===== config.mk =====
export PLATFORM = sky130hd
export DESIGN_NAME = staged_consumption_limit_controller
export DESIGN_NICKNAME = d
export VERILOG_FILES = /design/src/sclc_pkg.sv /design/src/staged_consumption_limit_controller.sv
export SDC_FILE = /design/constraint.sdc
export NUM_CORES = 1
export LEC_CHECK = 0
export BUFFER_PORTS_ARGS = -buffer_cell sky130_fd_sc_hd__buf_2
export CAP_MARGIN = 20
export CORE_MARGIN = 2
export CORE_UTILIZATION = 40
export CTS_BUF_LIST = sky130_fd_sc_hd__clkbuf_2
export CTS_CLUSTER_SIZE = 30
export DETAILED_ROUTE_END_ITERATION = 8
export HOLD_SLACK_MARGIN = 0.03
export MAX_ROUTING_LAYER = met4
export PLACE_DENSITY = 0.67
export SYNTH_ARGS = -nofsm -noshare
export SYNTH_HDL_FRONTEND = slang
export SYNTH_SLANG_ARGS = --single-unit

===== constraint.sdc =====
create_clock -name clock -period 7.55 [get_ports clock]
set_clock_uncertainty 0.2 [all_clocks]
set_input_delay 0.755 -clock clock [delete_from_list [all_inputs] [get_ports clock]]
set_output_delay 0.755 -clock clock [all_outputs]
set_load 0.005 [all_outputs]

===== src/sclc_pkg.sv =====
// Shared types and constants for the staged consumption limit controller.
`timescale 1ns / 1ps

package sclc_pkg;

   localparam int CFG_W                = 32;
   localparam int CNT_W                = 32;
   localparam int FLOW_W               = 16;
   localparam int TOTAL_W              = 32;
   localparam int VOLUME_WIDTH_DEFAULT = 32;
   localparam int NUM_DETECTORS        = 6;
   localparam int SLOT_W               = $clog2(NUM_DETECTORS);
   localparam int FLAGS_W              = 4;
   localparam int CSR_INDEX_W          = 3;

   localparam logic [CFG_W-1:0] FIRST_THRESHOLD_RESET  = 32'd10000;
   localparam logic [CFG_W-1:0] SECOND_THRESHOLD_RESET = 32'd20000;
   localparam logic [CFG_W-1:0] THIRD_THRESHOLD_RESET  = 32'd30000;
   localparam logic [CFG_W-1:0] LIMIT_RESET            = 32'd40000;
   localparam logic [CFG_W-1:0] DETECT_INTERVAL_RESET  = 32'd100;
   localparam logic [CFG_W-1:0] ALARM_LENGTH_RESET     = 32'd5000;

   // used-level flags, thermometer coded
   localparam logic [FLAGS_W-1:0] FLAGS_NONE  = 4'b0000;
   localparam logic [FLAGS_W-1:0] FLAGS_LVL1  = 4'b0001;
   localparam logic [FLAGS_W-1:0] FLAGS_LVL2  = 4'b0011;
   localparam logic [FLAGS_W-1:0] FLAGS_LVL3  = 4'b0111;
   localparam logic [FLAGS_W-1:0] FLAGS_LIMIT = 4'b1111;

   typedef enum logic [2:0] {
      MODE_IDLE  = 3'd0,
      MODE_OPEN  = 3'd1,
      MODE_AL1   = 3'd2,
      MODE_AL2   = 3'd3,
      MODE_AL3   = 3'd4,
      MODE_LIMIT = 3'd5,
      MODE_DONE  = 3'd6
   } mode_type;

   typedef enum logic [2:0] {
      EV_NONE    = 3'd0,
      EV_BUTTON  = 3'd1,
      EV_T1      = 3'd2,
      EV_T2      = 3'd3,
      EV_T3      = 3'd4,
      EV_LIMIT   = 3'd5,
      EV_TIMEOUT = 3'd6
   } event_type;

   typedef enum logic [2:0] {
      BUZZ_OFF  = 3'd0,
      BUZZ_LVL1 = 3'd1,
      BUZZ_LVL2 = 3'd2,
      BUZZ_LVL3 = 3'd3,
      BUZZ_LVL4 = 3'd4
   } buzzer_type;

   typedef enum logic [CSR_INDEX_W-1:0] {
      CSR_FIRST_THRESHOLD  = 3'd0,
      CSR_SECOND_THRESHOLD = 3'd1,
      CSR_THIRD_THRESHOLD  = 3'd2,
      CSR_LIMIT            = 3'd3,
      CSR_DETECT_INTERVAL  = 3'd4,
      CSR_ALARM_LENGTH     = 3'd5
   } csr_index_type;

   typedef enum logic [SLOT_W-1:0] {
      SLOT_BUTTON  = 3'd0,
      SLOT_T1      = 3'd1,
      SLOT_T2      = 3'd2,
      SLOT_T3      = 3'd3,
      SLOT_LIMIT   = 3'd4,
      SLOT_TIMEOUT = 3'd5
   } slot_type;

endpackage


===== src/staged_consumption_limit_controller.sv =====
// Top level: tick-driven water consumption limit controller.
//
//  channel  ports                                  dir  beat
//  -------  -------------------------------------  ---  ---------------------------------
//  req      req_valid/req_ready + button, flow      in   one millisecond tick
//  rsp      rsp_valid/rsp_ready + state ... total   out  one result per tick
//  csr      csr_wr_en, csr_index, csr_wdata         in   one register write, no wait
//
//  Beats: one tick beat per clock while the response register is empty or being drained;
//    the whole tick (saturating add, at most one detector attempt, state update) settles
//    combinationally into the state registers, which double as the response register.
//  Latency: the response for a tick is valid the cycle after its req beat.
//  Stalls: req_ready is high while the response register is empty or being drained,
//    so a new tick is taken in the same cycle the previous result leaves.
//  Reset: synchronous, active high; registers return to their default values,
//    state goes idle, valve closed, buzzer silent, total zero.
`timescale 1ns / 1ps

module staged_consumption_limit_controller
   import sclc_pkg::*;
#(
   parameter int VOLUME_WIDTH = VOLUME_WIDTH_DEFAULT
) (
   input  logic                   clock,
   input  logic                   reset,
   // tick input
   input  logic                   req_valid,
   output logic                   req_ready,
   input  logic                   req_button_pushed,
   input  logic [FLOW_W-1:0]      req_flow_increment_ml,
   // result output
   output logic                   rsp_valid,
   input  logic                   rsp_ready,
   output logic [2:0]             rsp_ctrl_state,
   output logic                   rsp_valve_open,
   output logic [2:0]             rsp_buzzer_level,
   output logic [2:0]             rsp_event_code,
   output logic [TOTAL_W-1:0]     rsp_total_volume_ml,
   // register writes
   input  logic                   csr_wr_en,
   input  logic [CSR_INDEX_W-1:0] csr_index,
   input  logic [CFG_W-1:0]       csr_wdata
);

   // compare width wide enough for both the total and the 32-bit registers
   localparam int CMP_W = (VOLUME_WIDTH > CFG_W) ? VOLUME_WIDTH : CFG_W;

   // ---------------- configuration registers ----------------
   logic [CFG_W-1:0] thr1_ff, thr2_ff, thr3_ff, limit_ff, interval_ff, alarm_len_ff;

   always_ff @(posedge clock) begin
      if (reset) begin
         thr1_ff      <= FIRST_THRESHOLD_RESET;
         thr2_ff      <= SECOND_THRESHOLD_RESET;
         thr3_ff      <= THIRD_THRESHOLD_RESET;
         limit_ff     <= LIMIT_RESET;
         interval_ff  <= DETECT_INTERVAL_RESET;
         alarm_len_ff <= ALARM_LENGTH_RESET;
      end else if (csr_wr_en) begin
         case (csr_index_type'(csr_index))
            CSR_FIRST_THRESHOLD:  thr1_ff      <= csr_wdata;
            CSR_SECOND_THRESHOLD: thr2_ff      <= csr_wdata;
            CSR_THIRD_THRESHOLD:  thr3_ff      <= csr_wdata;
            CSR_LIMIT:            limit_ff     <= csr_wdata;
            CSR_DETECT_INTERVAL:  interval_ff  <= csr_wdata;
            CSR_ALARM_LENGTH:     alarm_len_ff <= csr_wdata;
            default: ;  // indexes past the list are dropped
         endcase
      end
   end

   // ---------------- controller state (doubles as response register) ----------------
   mode_type                mode_ff,      mode_in;
   logic [VOLUME_WIDTH-1:0] volume_ff,    volume_in;
   logic [FLAGS_W-1:0]      flags_ff,     flags_in;
   slot_type                slot_ff,      slot_in;
   logic [CNT_W-1:0]        det_cnt_ff,   det_cnt_in;
   logic [CNT_W-1:0]        alm_cnt_ff,   alm_cnt_in;
   logic                    valve_ff,     valve_in;
   buzzer_type              buzzer_ff,    buzzer_in;
   event_type               event_ff,     event_in;
   logic                    rsp_valid_ff, rsp_valid_in;

   logic                    tick_accept;
   logic [VOLUME_WIDTH:0]   vol_sum;
   logic [VOLUME_WIDTH-1:0] vol_added;
   logic [CMP_W-1:0]        vol_cmp;
   logic [CMP_W-1:0]        thr1_cmp, thr2_cmp, thr3_cmp, limit_cmp;
   logic [CNT_W-1:0]        det_cnt_inc, alm_cnt_inc;
   logic                    attempt;
   event_type               det_event;
   logic [FLAGS_W-1:0]      det_flags;

   assign req_ready   = !rsp_valid_ff || rsp_ready;
   assign tick_accept = req_valid && req_ready;

   // saturating accumulate and counter increments
   assign vol_sum     = {1'b0, volume_ff} + (VOLUME_WIDTH+1)'(req_flow_increment_ml);
   assign vol_added   = vol_sum[VOLUME_WIDTH] ? '1 : vol_sum[VOLUME_WIDTH-1:0];
   assign det_cnt_inc = (det_cnt_ff == '1) ? det_cnt_ff : det_cnt_ff + 1'b1;
   assign alm_cnt_inc = (alm_cnt_ff == '1) ? alm_cnt_ff : alm_cnt_ff + 1'b1;
   assign attempt     = det_cnt_inc > interval_ff;

   assign vol_cmp   = CMP_W'(vol_added);
   assign thr1_cmp  = CMP_W'(thr1_ff);
   assign thr2_cmp  = CMP_W'(thr2_ff);
   assign thr3_cmp  = CMP_W'(thr3_ff);
   assign limit_cmp = CMP_W'(limit_ff);

   // one round-robin detector attempt; each threshold window fires once
   always_comb begin
      det_event = EV_NONE;
      det_flags = flags_ff;
      case (slot_ff)
         SLOT_BUTTON: begin
            if (req_button_pushed) det_event = EV_BUTTON;
         end
         SLOT_T1: begin
            if (mode_ff <= MODE_OPEN && !flags_ff[0] &&
                vol_cmp >= thr1_cmp && vol_cmp < thr2_cmp) begin
               det_event = EV_T1;
               det_flags = flags_ff | FLAGS_LVL1;
            end
         end
         SLOT_T2: begin
            if (mode_ff <= MODE_AL1 && !flags_ff[1] &&
                vol_cmp >= thr2_cmp && vol_cmp < thr3_cmp) begin
               det_event = EV_T2;
               det_flags = flags_ff | FLAGS_LVL2;
            end
         end
         SLOT_T3: begin
            if (mode_ff <= MODE_AL2 && !flags_ff[2] &&
                vol_cmp >= thr3_cmp && vol_cmp < limit_cmp) begin
               det_event = EV_T3;
               det_flags = flags_ff | FLAGS_LVL3;
            end
         end
         SLOT_LIMIT: begin
            if (mode_ff <= MODE_AL3 && !flags_ff[3] && vol_cmp >= limit_cmp) begin
               det_event = EV_LIMIT;
               det_flags = flags_ff | FLAGS_LIMIT;
            end
         end
         SLOT_TIMEOUT: begin
            if (mode_ff >= MODE_AL1 && mode_ff <= MODE_LIMIT && alm_cnt_inc > alarm_len_ff)
               det_event = EV_TIMEOUT;
         end
         default: ;
      endcase
   end

   // next state: tick bookkeeping, then the mode machine
   always_comb begin
      mode_in      = mode_ff;
      volume_in    = volume_ff;
      flags_in     = flags_ff;
      slot_in      = slot_ff;
      det_cnt_in   = det_cnt_ff;
      alm_cnt_in   = alm_cnt_ff;
      valve_in     = valve_ff;
      buzzer_in    = buzzer_ff;
      event_in     = event_ff;
      rsp_valid_in = rsp_valid_ff;

      if (rsp_valid_ff && rsp_ready) rsp_valid_in = 1'b0;

      if (tick_accept) begin
         rsp_valid_in = 1'b1;
         volume_in    = vol_added;
         det_cnt_in   = det_cnt_inc;
         alm_cnt_in   = alm_cnt_inc;
         event_in     = EV_NONE;

         if (attempt) begin
            det_cnt_in = '0;
            event_in   = det_event;
            flags_in   = det_flags;
            slot_in    = (slot_ff >= SLOT_TIMEOUT) ? SLOT_BUTTON
                                                   : slot_type'(slot_ff + 1'b1);
         end

         case (mode_ff)
            MODE_IDLE: begin
               if (event_in == EV_BUTTON) begin
                  valve_in = 1'b1;
                  mode_in  = MODE_OPEN;
               end
            end
            MODE_OPEN: begin
               case (event_in)
                  EV_BUTTON: begin
                     valve_in = 1'b0;
                     mode_in  = MODE_IDLE;
                  end
                  EV_T1: begin
                     buzzer_in  = BUZZ_LVL1;
                     mode_in    = MODE_AL1;
                     alm_cnt_in = '0;
                  end
                  EV_T2: begin
                     buzzer_in  = BUZZ_LVL2;
                     mode_in    = MODE_AL2;
                     alm_cnt_in = '0;
                  end
                  EV_T3: begin
                     buzzer_in  = BUZZ_LVL3;
                     mode_in    = MODE_AL3;
                     alm_cnt_in = '0;
                  end
                  EV_LIMIT: begin
                     buzzer_in  = BUZZ_LVL4;
                     mode_in    = MODE_LIMIT;
                     alm_cnt_in = '0;
                  end
                  default: ;
               endcase
            end
            // escalation keeps the running alarm timer
            MODE_AL1: begin
               if (event_in == EV_TIMEOUT) begin
                  buzzer_in = BUZZ_OFF;
                  mode_in   = MODE_OPEN;
               end else if (event_in == EV_T2) begin
                  buzzer_in = BUZZ_LVL2;
                  mode_in   = MODE_AL2;
               end
            end
            MODE_AL2: begin
               if (event_in == EV_TIMEOUT) begin
                  buzzer_in = BUZZ_OFF;
                  mode_in   = MODE_OPEN;
               end else if (event_in == EV_T3) begin
                  buzzer_in = BUZZ_LVL3;
                  mode_in   = MODE_AL3;
               end
            end
            MODE_AL3: begin
               if (event_in == EV_TIMEOUT) begin
                  buzzer_in = BUZZ_OFF;
                  mode_in   = MODE_OPEN;
               end else if (event_in == EV_LIMIT) begin
                  buzzer_in = BUZZ_LVL4;
                  mode_in   = MODE_LIMIT;
               end
            end
            MODE_LIMIT: begin
               if (event_in == EV_TIMEOUT) begin
                  buzzer_in = BUZZ_OFF;
                  valve_in  = 1'b0;
                  mode_in   = MODE_DONE;
               end
            end
            MODE_DONE: begin
               // button restarts the whole consumption cycle
               if (event_in == EV_BUTTON) begin
                  volume_in = '0;
                  flags_in  = FLAGS_NONE;
                  mode_in   = MODE_IDLE;
               end
            end
            default: mode_in = MODE_IDLE;
         endcase
      end
   end

   always_ff @(posedge clock) begin
      if (reset) begin
         mode_ff      <= MODE_IDLE;
         volume_ff    <= '0;
         flags_ff     <= FLAGS_NONE;
         slot_ff      <= SLOT_BUTTON;
         det_cnt_ff   <= '0;
         alm_cnt_ff   <= '0;
         valve_ff     <= 1'b0;
         buzzer_ff    <= BUZZ_OFF;
         event_ff     <= EV_NONE;
         rsp_valid_ff <= 1'b0;
      end else begin
         mode_ff      <= mode_in;
         volume_ff    <= volume_in;
         flags_ff     <= flags_in;
         slot_ff      <= slot_in;
         det_cnt_ff   <= det_cnt_in;
         alm_cnt_ff   <= alm_cnt_in;
         valve_ff     <= valve_in;
         buzzer_ff    <= buzzer_in;
         event_ff     <= event_in;
         rsp_valid_ff <= rsp_valid_in;
      end
   end

   assign rsp_valid           = rsp_valid_ff;
   assign rsp_ctrl_state      = mode_ff;
   assign rsp_valve_open      = valve_ff;
   assign rsp_buzzer_level    = buzzer_ff;
   assign rsp_event_code      = event_ff;
   assign rsp_total_volume_ml = TOTAL_W'(volume_ff);

   // ---------------- checks ----------------
   // valve is driven open exactly in the open, alarm and limit states
   a_valve_matches_mode: assert property (@(posedge clock) disable iff (reset)
      valve_ff == (mode_ff >= MODE_OPEN && mode_ff <= MODE_LIMIT))
      else $error("valve drive disagrees with mode");

   // buzzer level tracks the alarm state, silent elsewhere
   a_buzzer_matches_mode: assert property (@(posedge clock) disable iff (reset)
      (mode_ff >= MODE_AL1 && mode_ff <= MODE_LIMIT) ?
         (buzzer_ff == 3'(mode_ff - 3'd1)) : (buzzer_ff == BUZZ_OFF))
      else $error("buzzer level disagrees with mode");

   // used flags only ever fill from the bottom
   a_flags_thermometer: assert property (@(posedge clock) disable iff (reset)
      flags_ff == FLAGS_NONE || flags_ff == FLAGS_LVL1 || flags_ff == FLAGS_LVL2 ||
      flags_ff == FLAGS_LVL3 || flags_ff == FLAGS_LIMIT)
      else $error("used flags not thermometer coded");

   a_slot_range: assert property (@(posedge clock) disable iff (reset)
      slot_ff <= SLOT_TIMEOUT)
      else $error("detector slot out of range");

   // a held result blocks the next tick
   a_stall_blocks_req: assert property (@(posedge clock) disable iff (reset)
      (rsp_valid && !rsp_ready) |-> !req_ready)
      else $error("tick taken while result stalled");

endmodule

==> impl_metrics.ini, run 1 <==
[placed_design]
hpwl_um = 42900
port-buffer-count = 100
gp_congestion = 0.981
place_inst = 3132
dp_slack_ns = -0.249

[logic_synthesis]
synth_nets = 2788
ys_seq_area_frac = 0.323
ys.flop_type = dfxtp_1
syn_area_um2 = 19000
syn_inst = 2512
synth.distinct_cells = 77
synth.avg_cell_area_um2 = 7.55
ys_ff_latch = 306
synthArstFlopShare = 0
ys.warnings.count = 0
synth-edff-count = 0

[power_and_ir_drop]
power_density_nw_per_um2 = 167
vdd_drop_max_v = 0.000112
switching_share = 0.341
seq_power_share = 0.474
leakage_uw = 0.00888
netSwitchingPower_uw = 1200
pwr-share-clk = 0.330
p_int_uw = 2330
combPwrFrac = 0.196
power_uw = 3530

[cells_and_area]
fillers = 4729
register_area_um2 = 6130
multi_input_area_um2 = 11600
final_layout_size_suffix_gt1_frac = 0.112
nNetsFinal = 2924
finalNonFillerCells = 3317
area_growth_pct = 11.5

[global_routing]
antenna_found_initial = 3
grt_max_degree = 114
grt_usage = 0.245
overflow = 0
grt_pass1_vias = 17644
grt_pass1_wl_um = 94700

[status]
status = finished with violations
violations = DRC

[floorplan]
design.die.area_um2 = 49200
die_h_um = 222
die_w_um = 222
initial_core_util = 0.407
io_pins = 101
num_rows = 79
core_um2 = 46700

[clock_tree]
cts_buffers = 85
cts.sinks = 306
tritoncts = built
clk_path_buf_depth = 3
worstSkewPairLatency_ns = 1.07
cts_root_buffer = clkbuf_2
htreeDepth = 3
cts_setup_buffers = 0
path_clk_slew_ns = 0.12

[worst_setup_path]
required_ns = 8.23
critical_path_peak_fanout = 14
critPathSlowestCell = dlygate4sd3_1
start_kind = input pin
crit_family = compound AO/OA/AOI/OAI gates
critPathKind = in -> reg
cp_slowest_stage_delay_ns = 0.54
critPathCaptureType = register
path_buf_inv = 4
crit_arrival_ns = 7.81

[drt]
firstDrtPassIters = 9
drc_errors = 9
drt_iter0_markers = 1699
ant_nets = 0
drt-total-wl_um = 59400
wl_per_cell_um = 17.9
viasPerCell = 5.52
vias = 18304

[sta]
slew_headroom = 0.274
fin_crit_sh = 0.944
setup_viol = 0
slew_violations = 0
finalHoldViolations = 0
timing.final.ws_setup_ns = 0.420
finalSetupTns_ns = 0
fmax_ghz = 0.140
rsz0062_at_grt = no
min_period_ns = 7.13
tightest_slew_ns = 1.09

[worst_hold_path]
hp-class = in -> reg

[job]
drv_cap = 0
-- worst paths after layout --
| check | slack [ns] | cells past startpoint | start | to |
|---|---|---|---|---|
| worst max-delay path | 0.42 | 27 | req_flow_increment_ml[0] | rsp_ctrl_state[2]$_SDFFE_PP0P_ |
| worst min-delay path | 0.17 | 5 | csr_index[1] | interval_ff[9]$_SDFFE_PP0P_ |
| worst max register to register | 0.52 | 25 | rsp_total_volume_ml[0]$_SDFFE_PP0P_ | rsp_ctrl_state[2]$_SDFFE_PP0P_ |
| worst min register to register | 0.26 | 2 | interval_ff[23]$_SDFFE_PP0P_ | interval_ff[23]$_SDFFE_PP0P_ |
-- power by group through the flow --
stage | Clock (µW) | Combinational, µW | Sequential [µW]
after floorplan | 0 | 446 | 1710
after global placement | 0 | 648 | 1710
after detailed placement | 0 | 665 | 1710
after CTS | 1190 | 684 | 1680
after global routing | 1280 | 776 | 1680
final | 1170 | 693 | 1680
-- state kept, by name (all words and copies together) (netlist names) --
signal and count:
alarm_len_ff 32, alm_cnt_ff 32, det_cnt_ff 32, flags_ff 4
interval_ff 32, limit_cmp 32, rsp_buzzer_level 3, rsp_ctrl_state 3
rsp_event_code 3, rsp_total_volume_ml 32, rsp_valid 1, rsp_valve_open 1
slot_ff 3, thr1_cmp 32, thr2_cmp 32, thr3_cmp 32
-- cell type report --
class	instances	area share
inverter	213	0.0378
timing repair buffer	166	0.0531
sequential	306	0.289
multi-input combinational	1876	0.550
tap	607	0.0359
antenna	3	0.000355
clock inverter	27	0.00497
clock buffer	119	0.0281
-- cells in the final DEF, fill, tap and decap left out, types with 29 or more instances in the layout --
cell,instances
buf_4,29
dfxtp_1,306
nor2_1,130
inv_1,212
a21oi_1,316
xnor2_1,50
xor2_1,33
o211ai_1,41
nand2_1,522
o21ai_0,86
nand4_1,36
nand3_1,70
buf_2,99
dlygate4sd3_1,35
ha_1,218
and3_1,42
nor3_1,35
clkbuf_2,119
a22oi_1,40
-- cells in the mapped netlist, types with 7 or more instances --
library cell,n,area share
clkbuf_1,97,0.019
o21a_1,8,0.0032
xor2_1,33,0.015
nor3_1,37,0.0098
nor2_1,132,0.026
and2_1,15,0.0049
or3b_2,12,0.0055
o21ai_0,86,0.023
and3_1,43,0.014
nand2_1,523,0.10
buf_1,12,0.0024
a31oi_1,7,0.0023
nand3b_1,15,0.0059
dfxtp_1,306,0.32
ha_1,218,0.14
a21oi_1,316,0.083
nand3_1,70,0.018
a21o_1,23,0.0091
o211ai_1,41,0.016
nor2b_1,13,0.0043
and4_1,10,0.0046
a211oi_1,11,0.0044
nand4_1,36,0.012
nor4_1,11,0.0036
inv_1,212,0.042
nand2b_1,14,0.0046
xnor2_1,50,0.023
buf_2,8,0.0021
a22oi_1,40,0.016
-- logic make-up after synthesis --
family | after synthesis | share of synthesized area
muxes | 10 | 0.00580
adders and majority gates | 219 | 0.145
and+or+nand+nor | 959 | 0.232
buffers and inverters | 330 | 0.0658
xor gates and xnor gates | 83 | 0.0383
DFF | 306 | 0.323
AOI/OAI and AO/OA | 605 | 0.191
-- what timing repair did --
item / in CTS / in global routing
resized for setup: 0 / 2
hold buffers: 35 / 0
endpoints found under the setup margin: 0 / 14
endpoints found under the hold margin: 194 / 0
-- through the flow --
step                      hold slack (ns)  cell area (µm²)   util
final                               0.172            21200  0.454
after global routing                0.118            21200  0.454
after CTS                          0.0943            21100  0.453
after detailed placement            0.246            20100  0.430
after global placement              0.241            20100  0.430
after floorplan                     0.233            19000      -
-- worst reg2reg max path: cells and delay by family (launching register included) --
| kind | cells | cell delay, ns |
|---|---|---|
| compound gates | 12 | 2.95 |
| simple gates | 7 | 1.65 |
| fa+ha+maj | 3 | 0.99 |
| buf+inv | 2 | 0.43 |
| mux | 1 | 0.38 |
| flops | 1 | 0.33 |
-- routing by layer --
layer,GRT usage,wire [µm]
met1,0.313,26700
met2,0.396,27900
met3,0.0383,3400
met4,0.0780,1410
met5,-,0
Power figures use the tool's default switching activity.
==> inputs of run 2 (changes only) <==
- RECOVER_POWER: not set -> 50
- clock period: 7.55 -> 8.62 ns (I/O delays scaled with it)
==> impl_metrics.ini, run 2 (same netlist as run 1, synthesis figures left out) <==
[drt]
viasPerCell = 5.54
ant_nets = 0
wl_per_cell_um = 18.1
vias = 18381
drt-total-wl_um = 60000
drc_errors = 18
firstDrtPassIters = 8
drt_iter0_markers = 1455

[worst_hold_path]
hold_end = rsp_total_volume_ml[0]$_SDFFE_PP0P_
hold_depth = 4
hp-class = in -> reg
hp-start = req_flow_increment_ml[0]

[clock_tree]
clk_path_buf_depth = 3
tritoncts = built
cts_setup_buffers = 0
htreeDepth = 3
cts.sinks = 306
cts_root_buffer = clkbuf_2
worstSkewPairLatency_ns = 1.04
cts_buffers = 85
path_clk_slew_ns = 0.10

[cells_and_area]
fillers = 4743
final_common_cell = nand2_1
nNetsFinal = 2919
multi_input_area_um2 = 11600
area_growth_pct = 11.3
final_layout_size_suffix_gt1_frac = 0.111
most-common-layout-cells = 522 x nand2_1, 316 x a21oi_1, 306 x dfxtp_1
register_area_um2 = 6130

[worst_setup_path]
critPathMostFrequentCell = o21ai_0
critical_path_peak_fanout = 17
required_ns = 9.33
critPathSlowestCell = and3_1
critPathKind = reg -> reg
cp_slowest_stage_delay_ns = 0.57
r2r-end = rsp_total_volume_ml[26]$_SDFFE_PP0P_
start_kind = register
crit_arrival_ns = 8.30
r2r_cells = 24
r2r_start = rsp_total_volume_ml[0]$_SDFFE_PP0P_
critPathCaptureType = register
ff2ff_setup_slack_ns = 1.02
path_buf_inv = 1
crit_chain = ha_1 -> fa_1 -> a21o_1 -> a21oi_1 -> o21ai_1 -> a41o_1 -> a221o_1 -> a31o_1 -> a31o_2 -> nand3_1 -> buf_4 -> nand2_1 -> ha_1 -> a21oi_1 -> o21ai_0 -> a221oi_1 -> o21ai_0 -> o21ai_0 -> nor2b_1 -> o211a_1 -> a31o_2 -> nor2_1 -> and3_1 -> a211o_1
crit_family = compound AO/OA/AOI/OAI gates

[placed_design]
hpwl_um = 43300
gp_congestion = 0.941
port-buffer-count = 100

[floorplan]
core_um2 = 46700
die_w_um = 222
num_rows = 79
design.die.area_um2 = 49200
die_h_um = 222
io_pins = 101
initial_core_util = 0.407

[power_and_ir_drop]
vdd_drop_max_v = 0.0000884
power_uw = 3150
leakage_uw = 0.00886
power_density_nw_per_um2 = 149

[global_routing]
antenna_found_initial = 3
grt_usage = 0.246
grt_pass1_vias = 17542
grt_max_degree = 129
overflow = 0
grt_pass1_wl_um = 94900

[sta]
finalHoldViolations = 0
hold_ws_ns = 0.140
fin_crit_sh = 0.881
rsz0062_at_grt = no
slew_headroom = -3.28
min_period_ns = 7.60
setup_viol = 0
finalSetupTns_ns = 0
fmax_ghz = 0.132
slew_violations = 379
tightest_slew_ns = 6.42

[status]
violations = DRC, capacitance limit, slew limit
status = finished with violations

[job]
drv_cap = 6
## run 2: cell types whose count changed in the layout (fill, tap and decap cells not counted), moves of 2 or more
cell	change
clkbuf_1	+4
clkinv_1	-6
clkbuf_2	+10
buf_4	-7
clkinv_4	+2
## run 2: power by group
group	total (µW)	switching (µW)	internal, µW
combinational	629	397	232
sequential	1470	23.3	1450
clock	1050	657	392
## run 2: timing repair
item / 4_1_cts / 5_1_grt
hold buffers: 34 / 0
gates resized for setup: 0 / 0
hold endpoints to repair: 192 / 0
## run 2: through the flow
step / cells / util / instance area (µm²) / setup slack [ns]
floorplan: 2512 / - / 19000 / 1.78
global placement: 3127 / 0.429 / 20000 / 0.616
detailed placement: 3128 / 0.430 / 20000 / 0.551
CTS: 3311 / 0.453 / 21100 / 1.18
global route: 3315 / 0.452 / 21100 / 0.510
finish: 3316 / 0.453 / 21100 / 1.02
## run 2: layout make-up
cell class,count,area share
repair buffers,161,0.0497
clock inverters,22,0.00456
multi-input cells,1876,0.551
well taps,607,0.0360
inverters,213,0.0379
diodes,4,0.000474
clock buffers,127,0.0301
flip-flops and latches,306,0.290
## run 2: worst max path at each step
stage                                                   start                                   end  depth (start not counted)
after global placement               req_flow_increment_ml[0]           alm_cnt_ff[12]$_SDFFE_PP0P_                         24
after detailed placement             req_flow_increment_ml[0]           alm_cnt_ff[17]$_SDFFE_PP0P_                         24
after floorplan                      req_flow_increment_ml[0]      rsp_buzzer_level[0]$_SDFFE_PP0P_                         26
final                     rsp_total_volume_ml[0]$_SDFFE_PP0P_  rsp_total_volume_ml[26]$_SDFFE_PP0P_                         24
after global routing      rsp_total_volume_ml[0]$_SDFFE_PP0P_  rsp_total_volume_ml[26]$_SDFFE_PP0P_                         24
after CTS                 rsp_total_volume_ml[0]$_SDFFE_PP0P_           alm_cnt_ff[17]$_SDFFE_PP0P_                         23
## run 2: layer usage
layer / part of all wire / global-route usage / wire length (µm)
met5: 0 / - / 0
met2: 0.45 / 0.390 / 27200
met1: 0.45 / 0.318 / 27200
met3: 0.061 / 0.0407 / 3650
met4: 0.031 / 0.0839 / 1840
## run 2: worst reg2reg max path, delay by kind of cell (launching register included)
kind / cells / cell delay (ns)
AND/OR/NAND/NOR: 5 / 1.70
buffers and inverters: 1 / 0.33
adder cells (fa/ha/maj): 3 / 0.96
AO/OA/AOI/OAI: 15 / 3.96
flip-flops: 1 / 0.33
